[config.mk]
export PLATFORM = sky130hd
export DESIGN_NAME = actuator_move_supervisor_core_flat
export DESIGN_NICKNAME = d
export VERILOG_FILES = /design/src/rtl/core/amsup_pkg.sv /design/src/rtl/core/amsup_ifs.sv /design/src/rtl/core/amsup_csr.sv /design/src/rtl/core/amsup_engine.sv /design/src/rtl/core/actuator_move_supervisor_core.sv /design/src/flat_wrapper.sv
export SDC_FILE = /design/constraint.sdc
export NUM_CORES = 1
export LEC_CHECK = 0
export BUFFER_PORTS_ARGS = -buffer_cell sky130_fd_sc_hd__buf_4
export CAP_MARGIN = 20
export CORE_ASPECT_RATIO = 0.9
export CORE_MARGIN = 3
export CORE_UTILIZATION = 55
export CTS_BUF_LIST = sky130_fd_sc_hd__clkbuf_16
export DETAILED_ROUTE_END_ITERATION = 16
export GPL_TIMING_DRIVEN = 0
export PLACE_DENSITY_LB_ADDON = 0.15
export SLEW_MARGIN = 25
export SYNTH_ARGS = -nofsm -noshare
export SYNTH_HDL_FRONTEND = slang
export SYNTH_SLANG_ARGS = --single-unit
[constraint.sdc]
create_clock -name clock -period 4.6 [get_ports clock]
set_clock_uncertainty 0.1 [all_clocks]
set_input_delay 0.92 -clock clock [delete_from_list [all_inputs] [get_ports clock]]
set_output_delay 0.92 -clock clock [all_outputs]
set_load 0.02 [all_outputs]
[src/rtl/core/amsup_pkg.sv]
// Shared types and constants for the actuator move supervisor.
package amsup_pkg;

   localparam int HEIGHT_WIDTH   = 16;
   localparam int SPEED_WIDTH    = 16;
   localparam int ACTION_WIDTH   = 2;
   localparam int COMMAND_WIDTH  = 2;
   localparam int REASON_WIDTH   = 3;
   localparam int INTERVAL_WIDTH = 14;
   localparam int ELAPSED_WIDTH  = 16;
   localparam int CSR_ADDR_WIDTH = 2;
   localparam int CSR_DATA_WIDTH = 32;

   localparam logic [ACTION_WIDTH-1:0] ACT_START  = 2'd0;
   localparam logic [ACTION_WIDTH-1:0] ACT_REPORT = 2'd1;
   localparam logic [ACTION_WIDTH-1:0] ACT_TICK   = 2'd2;

   localparam logic [COMMAND_WIDTH-1:0] CMD_NONE   = 2'd0;
   localparam logic [COMMAND_WIDTH-1:0] CMD_START  = 2'd1;
   localparam logic [COMMAND_WIDTH-1:0] CMD_RESEND = 2'd2;
   localparam logic [COMMAND_WIDTH-1:0] CMD_STOP   = 2'd3;

   localparam logic [REASON_WIDTH-1:0] END_NONE        = 3'd0;
   localparam logic [REASON_WIDTH-1:0] END_ARRIVED     = 3'd1;
   localparam logic [REASON_WIDTH-1:0] END_NO_REPORT   = 3'd2;
   localparam logic [REASON_WIDTH-1:0] END_NO_PROGRESS = 3'd3;
   localparam logic [REASON_WIDTH-1:0] END_STALLED     = 3'd4;
   localparam logic [REASON_WIDTH-1:0] END_WRONG_DIR   = 3'd5;

   localparam logic [INTERVAL_WIDTH-1:0] INTERVAL_RESET = 14'd200;
   localparam logic [ELAPSED_WIDTH-1:0]  ELAPSED_MAX    = '1;

   typedef struct packed {
      logic [ACTION_WIDTH-1:0]        action;
      logic [HEIGHT_WIDTH-1:0]        target_height;
      logic [HEIGHT_WIDTH-1:0]        current_height;
      logic                           link_up;
      logic [HEIGHT_WIDTH-1:0]        reported_height;
      logic signed [SPEED_WIDTH-1:0]  reported_speed;
   } item_type;

   typedef struct packed {
      logic                      accepted;
      logic [COMMAND_WIDTH-1:0]  command;
      logic [HEIGHT_WIDTH-1:0]   command_height;
      logic [REASON_WIDTH-1:0]   end_reason;
      logic                      busy_res;
   } result_type;

endpackage

[src/rtl/core/amsup_ifs.sv]
// Valid/ready channel interfaces for request and response transactions.
interface amsup_req_if;
   import amsup_pkg::*;

   logic                          valid;
   logic                          ready;
   logic [ACTION_WIDTH-1:0]       action;
   logic [HEIGHT_WIDTH-1:0]       target_height;
   logic [HEIGHT_WIDTH-1:0]       current_height;
   logic                          link_up;
   logic [HEIGHT_WIDTH-1:0]       reported_height;
   logic signed [SPEED_WIDTH-1:0] reported_speed;

   modport source (
      output valid, action, target_height, current_height, link_up,
             reported_height, reported_speed,
      input  ready
   );

   modport sink (
      input  valid, action, target_height, current_height, link_up,
             reported_height, reported_speed,
      output ready
   );
endinterface

interface amsup_rsp_if;
   import amsup_pkg::*;

   logic                      valid;
   logic                      ready;
   logic                      accepted;
   logic [COMMAND_WIDTH-1:0]  command;
   logic [HEIGHT_WIDTH-1:0]   command_height;
   logic [REASON_WIDTH-1:0]   end_reason;
   logic                      busy_res;

   modport source (
      output valid, accepted, command, command_height, end_reason, busy_res,
      input  ready
   );

   modport sink (
      input  valid, accepted, command, command_height, end_reason, busy_res,
      output ready
   );
endinterface

[src/rtl/core/amsup_csr.sv]
// APB-style register file holding the resend interval.
module amsup_csr (
   input  logic                                  clock,
   input  logic                                  reset,
   input  logic                                  csr_psel,
   input  logic                                  csr_penable,
   input  logic                                  csr_pwrite,
   input  logic [amsup_pkg::CSR_ADDR_WIDTH-1:0]  csr_paddr,
   input  logic [amsup_pkg::CSR_DATA_WIDTH-1:0]  csr_pwdata,
   output logic [amsup_pkg::CSR_DATA_WIDTH-1:0]  csr_prdata,
   output logic                                  csr_pready,
   output logic [amsup_pkg::INTERVAL_WIDTH-1:0]  interval
);
   import amsup_pkg::*;

   logic [INTERVAL_WIDTH-1:0] interval_ff;
   logic [INTERVAL_WIDTH-1:0] interval_in;
   logic                      write_en;
   logic                      addr_unused;

   // single register occupies the whole byte range of the port
   assign addr_unused = ^csr_paddr;
   assign csr_pready  = 1'b1;
   assign write_en    = csr_psel && csr_penable && csr_pwrite && csr_pready;

   always_comb begin
      interval_in = interval_ff;
      if (write_en) begin
         interval_in = csr_pwdata[INTERVAL_WIDTH-1:0];
      end
   end

   always_ff @(posedge clock) begin
      if (reset) begin
         interval_ff <= INTERVAL_RESET;
      end else begin
         interval_ff <= interval_in;
      end
   end

   assign csr_prdata = {{(CSR_DATA_WIDTH-INTERVAL_WIDTH){addr_unused & 1'b0}}, interval_ff};
   assign interval   = interval_ff;

endmodule

[src/rtl/core/amsup_engine.sv]
// Move supervision state and per-transaction decision logic.
module amsup_engine (
   input  logic                                  clock,
   input  logic                                  reset,
   input  logic                                  advance,
   input  amsup_pkg::item_type                   item,
   input  logic [amsup_pkg::INTERVAL_WIDTH-1:0]  interval,
   output amsup_pkg::result_type                 result
);
   import amsup_pkg::*;

   logic                      moving_ff,      moving_in;
   logic                      going_up_ff,    going_up_in;
   logic [HEIGHT_WIDTH-1:0]   goal_ff,        goal_in;
   logic [HEIGHT_WIDTH-1:0]   prior_ff,       prior_in;
   logic                      prior_valid_ff, prior_valid_in;
   logic [HEIGHT_WIDTH-1:0]   latest_h_ff,    latest_h_in;
   logic [SPEED_WIDTH-1:0]    latest_s_ff,    latest_s_in;
   logic                      seen_ff,        seen_in;
   logic [ELAPSED_WIDTH-1:0]  elapsed_ff,     elapsed_in;

   logic [ELAPSED_WIDTH-1:0]  elapsed_inc;
   logic                      due;
   logic [REASON_WIDTH-1:0]   reason;
   logic                      rising;

   assign elapsed_inc = (elapsed_ff == ELAPSED_MAX) ? elapsed_ff : elapsed_ff + 1'b1;
   assign due         = elapsed_inc > {{(ELAPSED_WIDTH-INTERVAL_WIDTH){1'b0}}, interval};
   assign rising      = !latest_s_ff[SPEED_WIDTH-1];

   always_comb begin
      if (!seen_ff) begin
         reason = END_NO_REPORT;
      end else if (prior_valid_ff && (prior_ff == latest_h_ff)) begin
         reason = END_NO_PROGRESS;
      end else if (latest_h_ff == goal_ff) begin
         reason = END_ARRIVED;
      end else if (latest_s_ff == '0) begin
         reason = END_STALLED;
      end else if (rising != going_up_ff) begin
         reason = END_WRONG_DIR;
      end else begin
         reason = END_NONE;
      end
   end

   always_comb begin
      moving_in      = moving_ff;
      going_up_in    = going_up_ff;
      goal_in        = goal_ff;
      prior_in       = prior_ff;
      prior_valid_in = prior_valid_ff;
      latest_h_in    = latest_h_ff;
      latest_s_in    = latest_s_ff;
      seen_in        = seen_ff;
      elapsed_in     = elapsed_ff;
      result         = '0;

      unique case (item.action)
         ACT_START: begin
            if (item.link_up && !moving_ff) begin
               result.accepted = 1'b1;
               if (item.current_height != item.target_height) begin
                  going_up_in           = item.current_height < item.target_height;
                  goal_in               = item.target_height;
                  seen_in               = 1'b0;
                  prior_valid_in        = 1'b0;
                  prior_in              = '0;
                  elapsed_in            = '0;
                  moving_in             = 1'b1;
                  result.command        = CMD_START;
                  result.command_height = item.target_height;
               end
            end
         end
         ACT_REPORT: begin
            latest_h_in = item.reported_height;
            latest_s_in = item.reported_speed;
            seen_in     = 1'b1;
         end
         ACT_TICK: begin
            if (moving_ff) begin
               elapsed_in = elapsed_inc;
               if (due) begin
                  if (reason != END_NONE) begin
                     moving_in         = 1'b0;
                     result.command    = CMD_STOP;
                     result.end_reason = reason;
                  end else begin
                     prior_in              = latest_h_ff;
                     prior_valid_in        = 1'b1;
                     elapsed_in            = '0;
                     result.command        = CMD_RESEND;
                     result.command_height = goal_ff;
                  end
               end
            end
         end
         default: begin
         end
      endcase

      result.busy_res = moving_in;
   end

   always_ff @(posedge clock) begin
      if (reset) begin
         moving_ff      <= 1'b0;
         going_up_ff    <= 1'b0;
         goal_ff        <= '0;
         prior_ff       <= '0;
         prior_valid_ff <= 1'b0;
         latest_h_ff    <= '0;
         latest_s_ff    <= '0;
         seen_ff        <= 1'b0;
         elapsed_ff     <= '0;
      end else if (advance) begin
         moving_ff      <= moving_in;
         going_up_ff    <= going_up_in;
         goal_ff        <= goal_in;
         prior_ff       <= prior_in;
         prior_valid_ff <= prior_valid_in;
         latest_h_ff    <= latest_h_in;
         latest_s_ff    <= latest_s_in;
         seen_ff        <= seen_in;
         elapsed_ff     <= elapsed_in;
      end
   end

`ifndef SYNTHESIS
   assert property (@(posedge clock) disable iff (reset)
      advance && (result.command == CMD_STOP) |=> !moving_ff)
      else $error("move still running after stop");

   assert property (@(posedge clock) disable iff (reset)
      advance |-> ((result.end_reason != END_NONE) == (result.command == CMD_STOP)))
      else $error("end reason and stop command disagree");

   assert property (@(posedge clock) disable iff (reset)
      advance && (result.command == CMD_START) |=>
         moving_ff && (elapsed_ff == '0) && !seen_ff && !prior_valid_ff)
      else $error("start did not restart move records");

   assert property (@(posedge clock) disable iff (reset)
      advance && (result.command == CMD_RESEND) |=>
         moving_ff && prior_valid_ff && (elapsed_ff == '0))
      else $error("resend did not restart progress window");

   assert property (@(posedge clock) disable iff (reset)
      !moving_ff && !advance |=> !moving_ff)
      else $error("move started without a transaction");
`endif

endmodule

[src/rtl/core/actuator_move_supervisor_core.sv]
// A transaction passes from request acceptance through the input register, then the result register, to response valid.
// Throughput: one transaction per cycle while the response side keeps ready high.
// The decision logic between the two registers is a handful of 16-bit compares.
// Reset: synchronous, clears all move state, empties both stages, interval returns to 200.
// A full result register holds its transaction; the input stage advances when it frees.
module actuator_move_supervisor_core (
   input  logic                                  clock,
   input  logic                                  reset,
   amsup_req_if.sink                             req_if,
   amsup_rsp_if.source                           rsp_if,
   input  logic                                  csr_psel,
   input  logic                                  csr_penable,
   input  logic                                  csr_pwrite,
   input  logic [amsup_pkg::CSR_ADDR_WIDTH-1:0]  csr_paddr,
   input  logic [amsup_pkg::CSR_DATA_WIDTH-1:0]  csr_pwdata,
   output logic [amsup_pkg::CSR_DATA_WIDTH-1:0]  csr_prdata,
   output logic                                  csr_pready
);
   import amsup_pkg::*;

   logic                      in_valid_ff,  in_valid_in;
   item_type                  in_item_ff,   in_item_in;
   logic                      out_valid_ff, out_valid_in;
   result_type                out_res_ff,   out_res_in;

   logic                      req_fire;
   logic                      rsp_fire;
   logic                      advance;
   result_type                step_res;
   logic [INTERVAL_WIDTH-1:0] interval;

   amsup_csr u_csr (
      .clock       (clock),
      .reset       (reset),
      .csr_psel    (csr_psel),
      .csr_penable (csr_penable),
      .csr_pwrite  (csr_pwrite),
      .csr_paddr   (csr_paddr),
      .csr_pwdata  (csr_pwdata),
      .csr_prdata  (csr_prdata),
      .csr_pready  (csr_pready),
      .interval    (interval)
   );

   amsup_engine u_engine (
      .clock    (clock),
      .reset    (reset),
      .advance  (advance),
      .item     (in_item_ff),
      .interval (interval),
      .result   (step_res)
   );

   assign rsp_fire     = out_valid_ff && rsp_if.ready;
   assign advance      = in_valid_ff && (!out_valid_ff || rsp_if.ready);
   assign req_if.ready = !in_valid_ff || advance;
   assign req_fire     = req_if.valid && req_if.ready;

   always_comb begin
      in_item_in.action          = req_if.action;
      in_item_in.target_height   = req_if.target_height;
      in_item_in.current_height  = req_if.current_height;
      in_item_in.link_up         = req_if.link_up;
      in_item_in.reported_height = req_if.reported_height;
      in_item_in.reported_speed  = req_if.reported_speed;

      in_valid_in = in_valid_ff;
      if (req_fire) begin
         in_valid_in = 1'b1;
      end else if (advance) begin
         in_valid_in = 1'b0;
      end

      out_valid_in = out_valid_ff;
      out_res_in   = out_res_ff;
      if (advance) begin
         out_valid_in = 1'b1;
         out_res_in   = step_res;
      end else if (rsp_fire) begin
         out_valid_in = 1'b0;
      end
   end

   always_ff @(posedge clock) begin
      if (reset) begin
         in_valid_ff  <= 1'b0;
         out_valid_ff <= 1'b0;
      end else begin
         in_valid_ff  <= in_valid_in;
         out_valid_ff <= out_valid_in;
      end
   end

   always_ff @(posedge clock) begin
      if (req_fire) begin
         in_item_ff <= in_item_in;
      end
      out_res_ff <= out_res_in;
   end

   assign rsp_if.valid          = out_valid_ff;
   assign rsp_if.accepted       = out_res_ff.accepted;
   assign rsp_if.command        = out_res_ff.command;
   assign rsp_if.command_height = out_res_ff.command_height;
   assign rsp_if.end_reason     = out_res_ff.end_reason;
   assign rsp_if.busy_res       = out_res_ff.busy_res;

`ifndef SYNTHESIS
   assert property (@(posedge clock) disable iff (reset)
      advance |=> out_valid_ff)
      else $error("advanced transaction not held in result register");

   assert property (@(posedge clock) disable iff (reset)
      req_fire && !advance |=> in_valid_ff)
      else $error("accepted transaction lost from input stage");

   assert property (@(posedge clock) disable iff (reset)
      in_valid_ff && out_valid_ff && !rsp_if.ready |-> !req_if.ready)
      else $error("request taken while both stages are full");
`endif

endmodule

[src/flat_wrapper.sv]
// flat-port wrapper written by rule: the top's interface ports become plain ports
module actuator_move_supervisor_core_flat import amsup_pkg::*;
  (clock, reset, csr_psel, csr_penable, csr_pwrite, csr_paddr, csr_pwdata, csr_prdata, csr_pready, req_if_valid, req_if_action, req_if_target_height, req_if_current_height, req_if_link_up, req_if_reported_height, req_if_reported_speed, req_if_ready, rsp_if_valid, rsp_if_accepted, rsp_if_command, rsp_if_command_height, rsp_if_end_reason, rsp_if_busy_res, rsp_if_ready);
  amsup_req_if req_if_i ();
  amsup_rsp_if rsp_if_i ();
  input  logic clock;
  input  logic reset;
  input  logic csr_psel;
  input  logic csr_penable;
  input  logic csr_pwrite;
  input  logic [amsup_pkg::CSR_ADDR_WIDTH-1:0] csr_paddr;
  input  logic [amsup_pkg::CSR_DATA_WIDTH-1:0] csr_pwdata;
  output logic [amsup_pkg::CSR_DATA_WIDTH-1:0] csr_prdata;
  output logic csr_pready;
  input wire logic [$bits(req_if_i.valid)-1:0] req_if_valid;
  input wire logic [$bits(req_if_i.action)-1:0] req_if_action;
  input wire logic [$bits(req_if_i.target_height)-1:0] req_if_target_height;
  input wire logic [$bits(req_if_i.current_height)-1:0] req_if_current_height;
  input wire logic [$bits(req_if_i.link_up)-1:0] req_if_link_up;
  input wire logic [$bits(req_if_i.reported_height)-1:0] req_if_reported_height;
  input wire logic [$bits(req_if_i.reported_speed)-1:0] req_if_reported_speed;
  output wire logic [$bits(req_if_i.ready)-1:0] req_if_ready;
  output wire logic [$bits(rsp_if_i.valid)-1:0] rsp_if_valid;
  output wire logic [$bits(rsp_if_i.accepted)-1:0] rsp_if_accepted;
  output wire logic [$bits(rsp_if_i.command)-1:0] rsp_if_command;
  output wire logic [$bits(rsp_if_i.command_height)-1:0] rsp_if_command_height;
  output wire logic [$bits(rsp_if_i.end_reason)-1:0] rsp_if_end_reason;
  output wire logic [$bits(rsp_if_i.busy_res)-1:0] rsp_if_busy_res;
  input wire logic [$bits(rsp_if_i.ready)-1:0] rsp_if_ready;
  assign req_if_i.valid = req_if_valid;
  assign req_if_i.action = req_if_action;
  assign req_if_i.target_height = req_if_target_height;
  assign req_if_i.current_height = req_if_current_height;
  assign req_if_i.link_up = req_if_link_up;
  assign req_if_i.reported_height = req_if_reported_height;
  assign req_if_i.reported_speed = req_if_reported_speed;
  assign req_if_ready = req_if_i.ready;
  assign rsp_if_valid = rsp_if_i.valid;
  assign rsp_if_accepted = rsp_if_i.accepted;
  assign rsp_if_command = rsp_if_i.command;
  assign rsp_if_command_height = rsp_if_i.command_height;
  assign rsp_if_end_reason = rsp_if_i.end_reason;
  assign rsp_if_busy_res = rsp_if_i.busy_res;
  assign rsp_if_i.ready = rsp_if_ready;
  actuator_move_supervisor_core u_core (.clock(clock), .reset(reset), .req_if(req_if_i), .rsp_if(rsp_if_i), .csr_psel(csr_psel), .csr_penable(csr_penable), .csr_pwrite(csr_pwrite), .csr_paddr(csr_paddr), .csr_pwdata(csr_pwdata), .csr_prdata(csr_prdata), .csr_pready(csr_pready));
endmodule
==> qor.txt <==
CLOCK NETWORK
---------------------------------------------------------------------------------
Clock Sinks                                                                   190
CTS HTree Levels                                                                4
Root Buffer                                                          sky130_fd_sc_hd__clkbuf_16
CTS clk-pin slew, worst paths                                             0.07 ns
Post-CTS Setup Bufs                                                             0
Bufs on Longest Clock Path                                                      2
Number of gates given a new drive strength after cts                            0
CTS tree                                                                      yes
Worst-Skew Late Latency                                                   0.44 ns
CTS Hold Buffers Added                                                          0
TritonCTS buffer count                                                         17

WORST SETUP PATH
---------------------------------------------------------------------------------
Launching element of the worst setup path                            u_core.u_engine.elapsed_ff[6]
Cell at the slowest stage of the critical path                       sky130_fd_sc_hd__a2111oi_0
Most frequent CP cell                                                sky130_fd_sc_hd__o21ai_0
Critical Path Max Stage Delay                                             0.56 ns
Maximum net fanout on the critical path                                         8
Startpoint type of the worst setup path                                 flip-flop
Required time of the critical path                                        4.66 ns
Cells along the critical path                                        buf_2, and4_1, nand3_1, or3_1, clkbuf_1, nand2_1, o21ai_0, ha_1, nor2b_1, nor3_1, o22a_1, a211oi_2, o21ai_0, a2111oi_0
Critical path data arrival time                                           4.42 ns
Type of the setup path with the least slack                            reg -> reg
Number of buffer and inverter instances along the worst setup path              2
Startpoint of the lowest-slack register-to-register path             u_core.u_engine.elapsed_ff[6]
Kind of end point of the critical path                                  flip-flop
Kind of cell adding the most delay to the critical path              compound AO/OA/AOI/OAI gates

RUN STATUS
---------------------------------------------------------------------------------
Status                                                               finished clean

DRT
---------------------------------------------------------------------------------
Violation count after the first detailed-route iteration                      343
Via total after detailed routing                                            6,289
Total length of routed wires                                            18,560 µm
Count of nets left with antenna violations after detail routing                 0
First-pass iteration count of the detailed router                               4
DRC errors left                                                                 0
Drt wl/cell                                                              15.69 µm
Vias per cell                                                               5.316

POWER AND IR DROP
---------------------------------------------------------------------------------
Leakage                                                               0.004061 µW
Overall Power                                                             3670 µW
Maximum vdd drop                                                        0.2674 mV
Cell Pwr Density                                                     352.2 nW/µm²

LAYOUT
---------------------------------------------------------------------------------
Fraction of final layout cells sized beyond drive strength 1               21.52%
Number of antenna cells inserted                                                0
Final design instance area without fill                                10,420 µm²
Count of nets after finishing                                               1,111
Post-synthesis to final-layout area growth                                 22.44%

YOSYS
---------------------------------------------------------------------------------
Total of flip-flops plus latches after synthesis                              190
Gate count after technology mapping                                           809
Sequential-to-total area share from yosys stat                             55.29%
Share of flip-flops with an asynchronous set or reset                          0%
Number of flops mapped to enable cells by yosys                                90
Distinct cell type count after synthesis                                       63
Synth Warn #                                                                    0
Cell area after synthesis                                                8509 µm²
Average cell area after synthesis                                       10.52 µm²
Top FF cell, synth                                                   sky130_fd_sc_hd__dfxtp_1

GLOBAL ROUTE
---------------------------------------------------------------------------------
Global route total overflow                                                     0
Number of global-route vias before repair                                   5,871
Total Routing Usage GR                                                     22.64%
Number of antenna violations at the first check in global routing               0
Pin count of the biggest net entering global routing                           57
Wire length of the first global-routing pass                            29,700 µm

FLOORPLAN
---------------------------------------------------------------------------------
Overall die height                                                         124 µm
IO Count                                                                      166
Die width                                                                137.1 µm
Full die area                                                          17,000 µm²
Starting Density                                                           57.02%
Row Count                                                                      42
Placeable core region                                                  14,920 µm²

STA
---------------------------------------------------------------------------------
Post-layout minimum cycle time                                           4.359 ns
Final-layout setup total negative slack                                      0 ns
Setup repair after global routing missed its margin                         false
Least-Margin Pin Slew                                                   0.7255 ns
Max Clock Freq                                                          229.4 MHz
Fin. Hold Viols                                                                 0
Total count of max-transition violations in the final report                    0
Normalized max-slew margin                                                 51.63%
Total of endpoints with negative setup slack in the final report                0
Worst-case setup margin in the final layout                             0.2409 ns
Final clock period utilization by the worst path                           94.76%

WORST HOLD PATH
---------------------------------------------------------------------------------
HP Start                                                             u_core.u_engine.latest_s_ff[5]
Hold/Removal Path Class                                                reg -> reg

PLACEMENT
---------------------------------------------------------------------------------
Buffers on Ports                                                              125
Placed cell area                                                         9789 µm²
Detailed-placement wirelength estimate                                  13,780 µm
Dpl ws                                                                 0.04301 ns
Final weighted congestion in routability-driven placement                  0.8814

RUN
---------------------------------------------------------------------------------
Max Cap Violations                                                              0

logic make-up after synthesis:
logic type,Yosys count,share of synthesized area (%)
and+or+nand+nor,239,13.35
DFF,190,55.29
AOI/OAI and AO/OA,170,14.73
buffers and inverters,126,6.719
xor gates and xnor gates,50,5.146
adders and majority gates,31,4.558
other,2,0.08826
muxes,1,0.1176
worst reg2reg max path, stage by stage (launching register included):
cell                        delay [ns]
sky130_fd_sc_hd__dfxtp_1          0.30
sky130_fd_sc_hd__buf_2            0.18
sky130_fd_sc_hd__and4_1           0.30
sky130_fd_sc_hd__nand3_1          0.29
sky130_fd_sc_hd__or3_1            0.43
sky130_fd_sc_hd__clkbuf_1         0.17
sky130_fd_sc_hd__nand2_1          0.11
sky130_fd_sc_hd__o21ai_0          0.12
sky130_fd_sc_hd__ha_1             0.31
sky130_fd_sc_hd__nor2b_1          0.13
sky130_fd_sc_hd__nor3_1           0.05
sky130_fd_sc_hd__o22a_1           0.20
sky130_fd_sc_hd__a211oi_2         0.50
sky130_fd_sc_hd__o21ai_0          0.32
sky130_fd_sc_hd__a2111oi_0        0.56
final timing paths:
check,slack [ns],cells after the start,endpoint
worst max-delay path,0.24,14,u_core.rsp_if.end_reason[2]
worst min-delay path,0.36,2,u_core.u_engine.latest_s_ff[5]
worst max register to register,0.24,14,u_core.rsp_if.end_reason[2]
worst min register to register,0.36,2,u_core.u_engine.latest_s_ff[5]
synthesized netlist by cell type (6+ instances only):
cell	n	area share (%)
sky130_fd_sc_hd__a211oi_1	6	0.53
sky130_fd_sc_hd__a21oi_1	73	4.3
sky130_fd_sc_hd__a22o_1	16	1.6
sky130_fd_sc_hd__a32o_1	7	0.82
sky130_fd_sc_hd__buf_2	7	0.41
sky130_fd_sc_hd__buf_4	20	1.8
sky130_fd_sc_hd__clkbuf_1	23	1.0
sky130_fd_sc_hd__dfxtp_1	100	24
sky130_fd_sc_hd__edfxtp_1	90	32
sky130_fd_sc_hd__ha_1	31	4.6
sky130_fd_sc_hd__inv_1	72	3.2
sky130_fd_sc_hd__nand2_1	134	5.9
sky130_fd_sc_hd__nand3_1	7	0.41
sky130_fd_sc_hd__nand4_1	18	1.3
sky130_fd_sc_hd__nor2_1	24	1.1
sky130_fd_sc_hd__nor2b_1	8	0.59
sky130_fd_sc_hd__nor3_1	14	0.82
sky130_fd_sc_hd__nor4_1	10	0.74
sky130_fd_sc_hd__o21ai_0	13	0.76
sky130_fd_sc_hd__o32ai_2	12	2.3
sky130_fd_sc_hd__xnor2_1	28	2.9
sky130_fd_sc_hd__xor2_1	22	2.3
power by group:
group	internal (µW)	switching (µW)
combinational	131	159
clock	863	648
sequential	1830	34.6
total	2830	841
final cells by class:
| type | instances | area, µm² |
|---|---|---|
| sequential | 190 | 4705 |
| tap | 198 | 247.7 |
| multi-input combinational | 510 | 3319 |
| timing repair buffer | 127 | 970.9 |
| clock buffer | 17 | 425.4 |
| inverter | 73 | 274.0 |
| buffer | 53 | 297.8 |
| clock inverter | 15 | 178.9 |
| fill | 1111 | 4506 |
layer usage:
layer	up-vias	GRT usage (%)	share of wire, %
met2	216	34.10	43
met1	2893	32.91	48
met4	0	6.608	1.6
met3	24	5.170	8.4
met5	-	0	0
li1	3156	-	-
placed cells by master (no fill, tap or decap), types with 7 or more instances in the layout:
cell type	instances
sky130_fd_sc_hd__a21oi_1	73
sky130_fd_sc_hd__ha_1	31
sky130_fd_sc_hd__clkbuf_1	23
sky130_fd_sc_hd__conb_1	19
sky130_fd_sc_hd__nor4_1	10
sky130_fd_sc_hd__xor2_1	22
sky130_fd_sc_hd__nand2_1	134
sky130_fd_sc_hd__nor2b_1	8
sky130_fd_sc_hd__a32o_1	7
sky130_fd_sc_hd__xnor2_1	28
sky130_fd_sc_hd__nand4_1	18
sky130_fd_sc_hd__inv_1	72
sky130_fd_sc_hd__nor3_1	14
sky130_fd_sc_hd__edfxtp_1	90
sky130_fd_sc_hd__clkbuf_16	17
sky130_fd_sc_hd__buf_4	145
sky130_fd_sc_hd__a22o_1	16
sky130_fd_sc_hd__nand3_1	7
sky130_fd_sc_hd__buf_2	7
sky130_fd_sc_hd__o21ai_0	13
sky130_fd_sc_hd__o32ai_2	12
sky130_fd_sc_hd__nor2_1	24
sky130_fd_sc_hd__dfxtp_1	100
registers in the layout, indices dropped and copies added (netlist names):
signal                          count
u_core.in_item_ff                  67
u_core.rsp_if.command_height       16
u_core.u_engine.elapsed_ff         16
u_core.u_engine.goal_ff            16
u_core.u_engine.latest_h_ff        16
u_core.u_engine.latest_s_ff        16
u_core.u_engine.prior_ff           16
u_core.u_csr.interval              14
u_core.rsp_if.end_reason            3
u_core.rsp_if.command               2
u_core.in_valid_ff                  1
u_core.rsp_if.accepted              1
u_core.rsp_if.busy_res              1
u_core.rsp_if.valid                 1
u_core.u_engine.going_up_ff         1
u_core.u_engine.moving_ff           1
u_core.u_engine.prior_valid_ff      1
u_core.u_engine.seen_ff             1
through the flow:
| step | std cells | utilization (%) | hold slack, ns |
|---|---|---|---|
| 2_1_floorplan | 826 | - | 0.3360 |
| 3_3_place_gp | 1149 | 65.39 | 0.3436 |
| 3_5_place_dp | 1150 | 65.59 | 0.3483 |
| 4_1_cts | 1182 | 69.64 | 0.3580 |
| 5_1_grt | 1183 | 69.81 | 0.3743 |
| 6_report | 1183 | 69.81 | 0.3564 |
Note: power is estimated with default switching activity, not from simulation.
